===== config.mk =====
export PLATFORM = sky130hd
export DESIGN_NAME = nfwb_queue
export DESIGN_NICKNAME = d
export VERILOG_FILES = /design/src/rtl/nfwb_pkg.sv /design/src/rtl/nfwb_queue.sv
export SDC_FILE = /design/constraint.sdc
export NUM_CORES = 1
export LEC_CHECK = 0
export BUFFER_PORTS_ARGS = -buffer_cell sky130_fd_sc_hd__buf_2
export CORE_MARGIN = 2
export CORE_UTILIZATION = 35
export DETAILED_ROUTE_END_ITERATION = 12
export GPL_TIMING_DRIVEN = 0
export PLACE_DENSITY_LB_ADDON = 0.05
export SETUP_SLACK_MARGIN = 0.3
export SYNTH_ARGS = -nofsm -noshare
export SYNTH_HDL_FRONTEND = slang
export SYNTH_SLANG_ARGS = --single-unit

===== constraint.sdc =====
create_clock -name clk -period 5.23 [get_ports clk]
set_clock_uncertainty 0.05 [all_clocks]
set_input_delay 0.523 -clock clk [delete_from_list [all_inputs] [get_ports clk]]
set_output_delay 0.523 -clock clk [all_outputs]
set_load 0.1 [all_outputs]

===== src/rtl/nfwb_pkg.sv =====
// nfwb_pkg: shared types and constants of the nearest-four weighted binding block.
// No dependencies; used by every module under rtl/.

package nfwb_pkg;

  localparam int POS_W   = 32;   // Q16.16 coordinate
  localparam int ITEM_W  = 96;   // one stored particle (x, y, z)
  localparam int MAG_W   = 33;   // magnitude of one axis difference
  localparam int SQ_W    = 50;   // one squared term in Q34.16
  localparam int D2_W    = 48;   // saturated squared distance
  localparam int RAD_W   = 31;   // influence radius
  localparam int ID_W    = 11;
  localparam int WT_W    = 17;   // Q1.16 weight
  localparam int REC_W   = 61;   // reciprocal / quotient width
  localparam int DEN_W   = 63;   // divisor width (sum of four reciprocals)
  localparam int REM_W   = 64;   // divider remainder
  localparam int STEP_W  = 6;
  localparam int SLOTS   = 4;
  localparam int SQRT_W  = 64;

  localparam logic [1:0] CMD_CLEAR = 2'd0;
  localparam logic [1:0] CMD_LOAD  = 2'd1;
  localparam logic [1:0] CMD_QUERY = 2'd2;

  localparam logic [WT_W-1:0]   ONE_Q16    = 17'd65536;
  localparam logic [ID_W-1:0]   ID_NONE    = '1;
  localparam logic [STEP_W-1:0] REC_STEPS  = 6'd60;
  localparam logic [STEP_W-1:0] FRAC_STEPS = 6'd16;
  localparam logic [17:0]       THREE_Q16  = 18'd196608;

  typedef struct packed {
    logic [1:0]       cmd;
    logic [POS_W-1:0] x;
    logic [POS_W-1:0] y;
    logic [POS_W-1:0] z;
  } item_t;

  // one request to the shared long divider
  typedef struct packed {
    logic [REM_W-1:0]  rem0;
    logic [DEN_W-1:0]  den;
    logic [STEP_W-1:0] steps;
  } div_req_t;

  typedef enum logic [3:0] {
    E_IDLE,
    E_SCAN,
    E_REC,
    E_REC_WAIT,
    E_SQRT,
    E_SQRT_WAIT,
    E_TDIV,
    E_TDIV_WAIT,
    E_SMOOTH1,
    E_SMOOTH2,
    E_NORM,
    E_NORM_WAIT,
    E_MUL,
    E_DONE
  } eng_state_t;

endpackage


===== src/rtl/nfwb_queue.sv =====
// nfwb_queue: front end; accepts items, drops unused commands, two-entry queue.
// Depends on nfwb_pkg.

module nfwb_queue (
  input  logic           clk,
  input  logic           rst,
  input  logic           in_valid,
  output logic           in_stall,
  input  nfwb_pkg::item_t in_item,
  output logic           q_valid,
  output nfwb_pkg::item_t q_item,
  input  logic           q_pop
);

  nfwb_pkg::item_t ents [2];
  logic       wr_ptr;
  logic       rd_ptr;
  logic [1:0] fill;
  logic       push;
  logic       known;

  assign known = (in_item.cmd == nfwb_pkg::CMD_CLEAR) ||
                 (in_item.cmd == nfwb_pkg::CMD_LOAD)  ||
                 (in_item.cmd == nfwb_pkg::CMD_QUERY);

  assign in_stall = (fill == 2'd2);
  assign push     = in_valid && !in_stall && known;
  assign q_valid  = (fill != 2'd0);
  assign q_item   = ents[rd_ptr];

  always_ff @(posedge clk) begin
    if (push) begin
      ents[wr_ptr] <= in_item;
    end
  end

  always_ff @(posedge clk) begin
    if (rst) begin
      wr_ptr <= 1'b0;
      rd_ptr <= 1'b0;
      fill   <= 2'd0;
    end else begin
      if (push) begin
        wr_ptr <= ~wr_ptr;
      end
      if (q_pop && q_valid) begin
        rd_ptr <= ~rd_ptr;
      end
      case ({push, q_pop && q_valid})
        2'b10:   fill <= fill + 2'd1;
        2'b01:   fill <= fill - 2'd1;
        default: fill <= fill;
      endcase
    end
  end

endmodule


Yosys cells after proc, flatten, opt, wreduce, memory -nomap -nowiden
Memories as Yosys holds them, arrays and structs flattened. A register that Yosys moved wholly into a read port is not among the register bits.
Cells that the tools add are included.
{ "op_classes": {"add_sub_neg": 2, "multipliers": 0, "n_div": 0, "order_cmp": 0, "eq_ne": 5, "shift": 0, "muxes": 5, "bitwise_logic": 2, "reduce_logical": 9} }
{ "op_table": {"columns": ["op", "n"], "rows": [
  ["$eq A2 B2 Y1 const B", 3],
  ["$eq A2 B1 Y1 const B", 2],
  ["$mux W1", 4],
  ["$pmux W2 S2", 1],
  ["$reduce_bool A2 Y1", 2],
  ["$logic_and A1 B1 Y1", 3],
  ["$add A2 B1 Y2 const B", 1],
  ["$logic_not A2 Y1", 1],
  ["$logic_or A1 B1 Y1", 2],
  ["$not A1 Y1", 2],
  ["$sub A2 B1 Y2 const B", 1],
  ["$logic_not A1 Y1", 1]
]} }
{ "totals": {"register_bits": 4, "latchBits": 0, "ramBits": 196, "rom_bits": 0, "in_bits": 102, "out_inout_bits": 100, "word_cells": 27, "n_memories": 1} }
{ "memory_table": {"columns": ["name", "depth", "word_bits", "read_ports", "rd_ports_with_merged_regs", "write_ports", "line_no", "rtl"], "rows": [
  ["ents", 2, 98, 1, 1, 1, "nfwb_queue.sv:15", "nfwb_pkg::item_t ents [2];"]
]} }

Logic depth before layout (Yosys ltp)
{ "depth": {"word_depth": 6, "mapped_depth": 6, "mapped_depth_nobuf": 6} }

Worst setup path before layout
No wires, ideal clock.
{ "synth_timing": {"kind": "reg-to-reg", "start": "register fill[0]", "end": "memory ents[0][0] (netlist name) (enable)", "setup_ps": 556, "arrival_ps": 5254, "path_slack_ps": -630, "stages_incl_launch_ff": 4, "n_path_buf": 0, "period_less_slack_ps": 5860, "path_cell_list": "dfxtp_1 nor2b_1 nand3b_1 nor2_1"} }
{ "synth_between": {"elab_chain_len": 6} }
{ "synth_rtl": {"columns": ["item", "line_no", "rtl"], "rows": [
  ["start, declared", "nfwb_queue.sv:18", "logic [1:0] fill;"],
  ["start signal, assigned", "nfwb_queue.sv:50", "2'b10: fill <= fill + 2'd1;"],
  ["start signal, assigned", "nfwb_queue.sv:51", "2'b01: fill <= fill - 2'd1;"],
  ["start signal, assigned", "nfwb_queue.sv:52", "default: fill <= fill;"],
  ["$eq A2 B2 Y1", "nfwb_queue.sv:26", "assign in_stall = (fill == 2'd2);"],
  ["named net in_stall", "nfwb_queue.sv:8", "output logic in_stall,"],
  ["$logic_not A1 Y1", "nfwb_queue.sv:27", "assign push = in_valid && !in_stall && known;"],
  ["$logic_and A1 B1 Y1 (2 in a row)", "nfwb_queue.sv:27", null],
  ["$mux W1", "nfwb_queue.sv:32", "if (push) begin"],
  ["$mux W1 (not written as such)", "nfwb_queue.sv:33", "ents[wr_ptr] <= in_item;"],
  ["end, declared", "nfwb_queue.sv:15", null]
]} }
The timed path passes the listed nets, and every way through them passes these cells.

==> impl_metrics.yaml <==
status:
  status: "completed"
worst_setup_path:
  crit_type: "reg -> out"
  r2r_cells: 5
  critical_path_required_ps: 4660
  reg2reg_from: "fill[0]"
  cp-start-kind: "flip-flop"
  worstPathArrival_ps: 2090
  end_kind: "output pin"
  cp_max_fo: 10
drt:
  vias_per_cell: 4.45
  top_layer_used: "met5"
  dr.pass1.iters: 4
  met2_wirelength_um: 6660
  routed_wl_um: 13800
  vias: 3774
  routed-wl-met3_um: 1320
  routedWlPerCell_um: 16.2
  ant_nets: 0
  met1_length_um: 5390
  drt_iter0_drc: 182
  drc_errors: 0
synthesis:
  syn_area_per_cell_um2: 22.0
  synth-seq-cells: 201
  synth.largest_area_cell: "edfxtp_1"
  syn_area_mm2: 0.00729
  yosys-top-cells-area: "edfxtp_1, mux2_2, dfxtp_1"
  yosys_warnings: 0
  synthCells: 331
  synth.distinct_cells: 19
  synth_nets: 434
  netlist.area_leader.share_pct: 80.8
  seq_area_frac_synth_pct: 82.1
sta:
  hold_viol_final: 0
  finalCriticalPeriod_ps: 2660
  final_max_slew_viol_count: 0
  fmax_mhz: 376
  fin_crit_sh_pct: 50.9
  slew_headroom_pct: 65.9
  finalSetupViolations: 0
  worst_pin_slew_ps: 515
  rsz0062_at_grt: "no"
place:
  gp_congestion: 0.688
  dp_hpwl_um: 9290
  numPortBuffers: 201
final_layout:
  fillCellCount: 1833
  drive_above_1_share_pct: 60.2
  fin_util_pct: 46.3
  final_cell_mix: "buf_2, edfxtp_1, mux2_2"
  area_growth_pct: 29.4
  nets: 665
  final_common_cell: "buf_2"
worst_hold_path:
  hp-class: "in -> reg"
  hold_depth: 1
  min-delay-start: "in_item[6]"
clock_network:
  cts_tree: "done"
  clock_path_buffers: 3
  cts_setup_buffers: 0
  insertion_delay_ps: 490
  cts_made_buffers: 22
  hold_buffers: 0
  cts-resized-gates: 0
  htreeDepth: 1
  cts.sinks: 201
  path_clk_slew_ps: 60
  clockRootBuffer: "clkbuf_16"
global_routing:
  grt_pass1_wl_um: 20700
  grt_max_degree: 32
  grt_usage_pct: 12.1
  antenna_found_initial: 2
  grt_pass1_vias: 4015
  overflow: 0
die:
  pin_count: 202
  start_util_pct: 35.8
  die_x_um: 148
  coreArea_mm2: 0.0204
  rows: 52
  die_area_mm2: 0.0220
  die_y_um: 148
flow_run:
  drv_cap: 0
-- per-stage QoR --
step | setup slack (ps) | instance area, µm² | hold slack (ps) | cells | setup TNS (ps)
after floorplan | -630 | 7290 | 419 | 331 | -123560
after global placement | -2990 | 8630 | 441 | 802 | -584960
after detailed placement | 2890 | 8770 | 452 | 808 | 0
after CTS | 2490 | 9430 | 145 | 846 | 0
after global routing | 2450 | 9430 | 147 | 846 | 0
final | 2570 | 9430 | 169 | 848 | 0
-- state kept, by name, indices dropped and copies added (netlist names), named ones only --
| signal | count |
|---|---|
| ents | 196 |
| fill | 2 |
| rd_ptr | 1 |
| wr_ptr | 1 |
-- per-layer routing --
layer | up-vias | track usage, %
met5 | - | 0
met4 | 2 | 4.19
met3 | 27 | 4.69
met2 | 138 | 20.1
met1 | 1829 | 14.3
li1 | 1778 | -
-- worst max-delay path, stage by stage, from the launching register on --
cell     delay [ps]
dfxtp_1         300
buf_2           240
buf_4           240
buf_6           180
mux2_2          350
buf_2           290
-- layout make-up --
type	count	area, µm²	area share [%]
clock buffer	31	606	6.42
clock inverter	7	56.3	0.597
timing repair buffer	207	1130	11.9
buffer	11	70.1	0.743
multi-input combinational	118	1240	13.2
tap	270	338	3.58
antenna	2	5.00	0.0531
sequential	201	5990	63.5
inverter	1	3.75	0.0398
-- synthesized netlist by cell type --
cell and n:
nand3b_1 1, ha_1 1, or3_1 1, nand2_1 1, o21a_1 1, or2_2 1
edfxtp_1 196, xnor2_1 2, o21ai_0 1, dfxtp_1 5, xor2_1 1, nor2_1 7
mux2_2 99, buf_6 2, inv_1 1, nor2b_1 1, a21oi_1 1, buf_2 8
buf_4 1
-- worst paths after layout --
path,end,slack (ps)
max,q_item[75],2570
min,ents[0][6],170
max reg2reg,ents[1][31],3070
min reg2reg,rd_ptr,470
-- cells by family after synthesis --
family	after synthesis	synth area share, %
DFF	201	82.1
muxes	99	15.3
buffers and inverters	12	1.01
and+or+nand+nor	12	0.773
AOI/OAI and AO/OA	3	0.240
xor gates and xnor gates	3	0.361
adders and majority gates	1	0.172
Power is left out: the tool's default activity adds up to more than one toggle a clock period on the data nets, which glitch-free logic cannot reach.
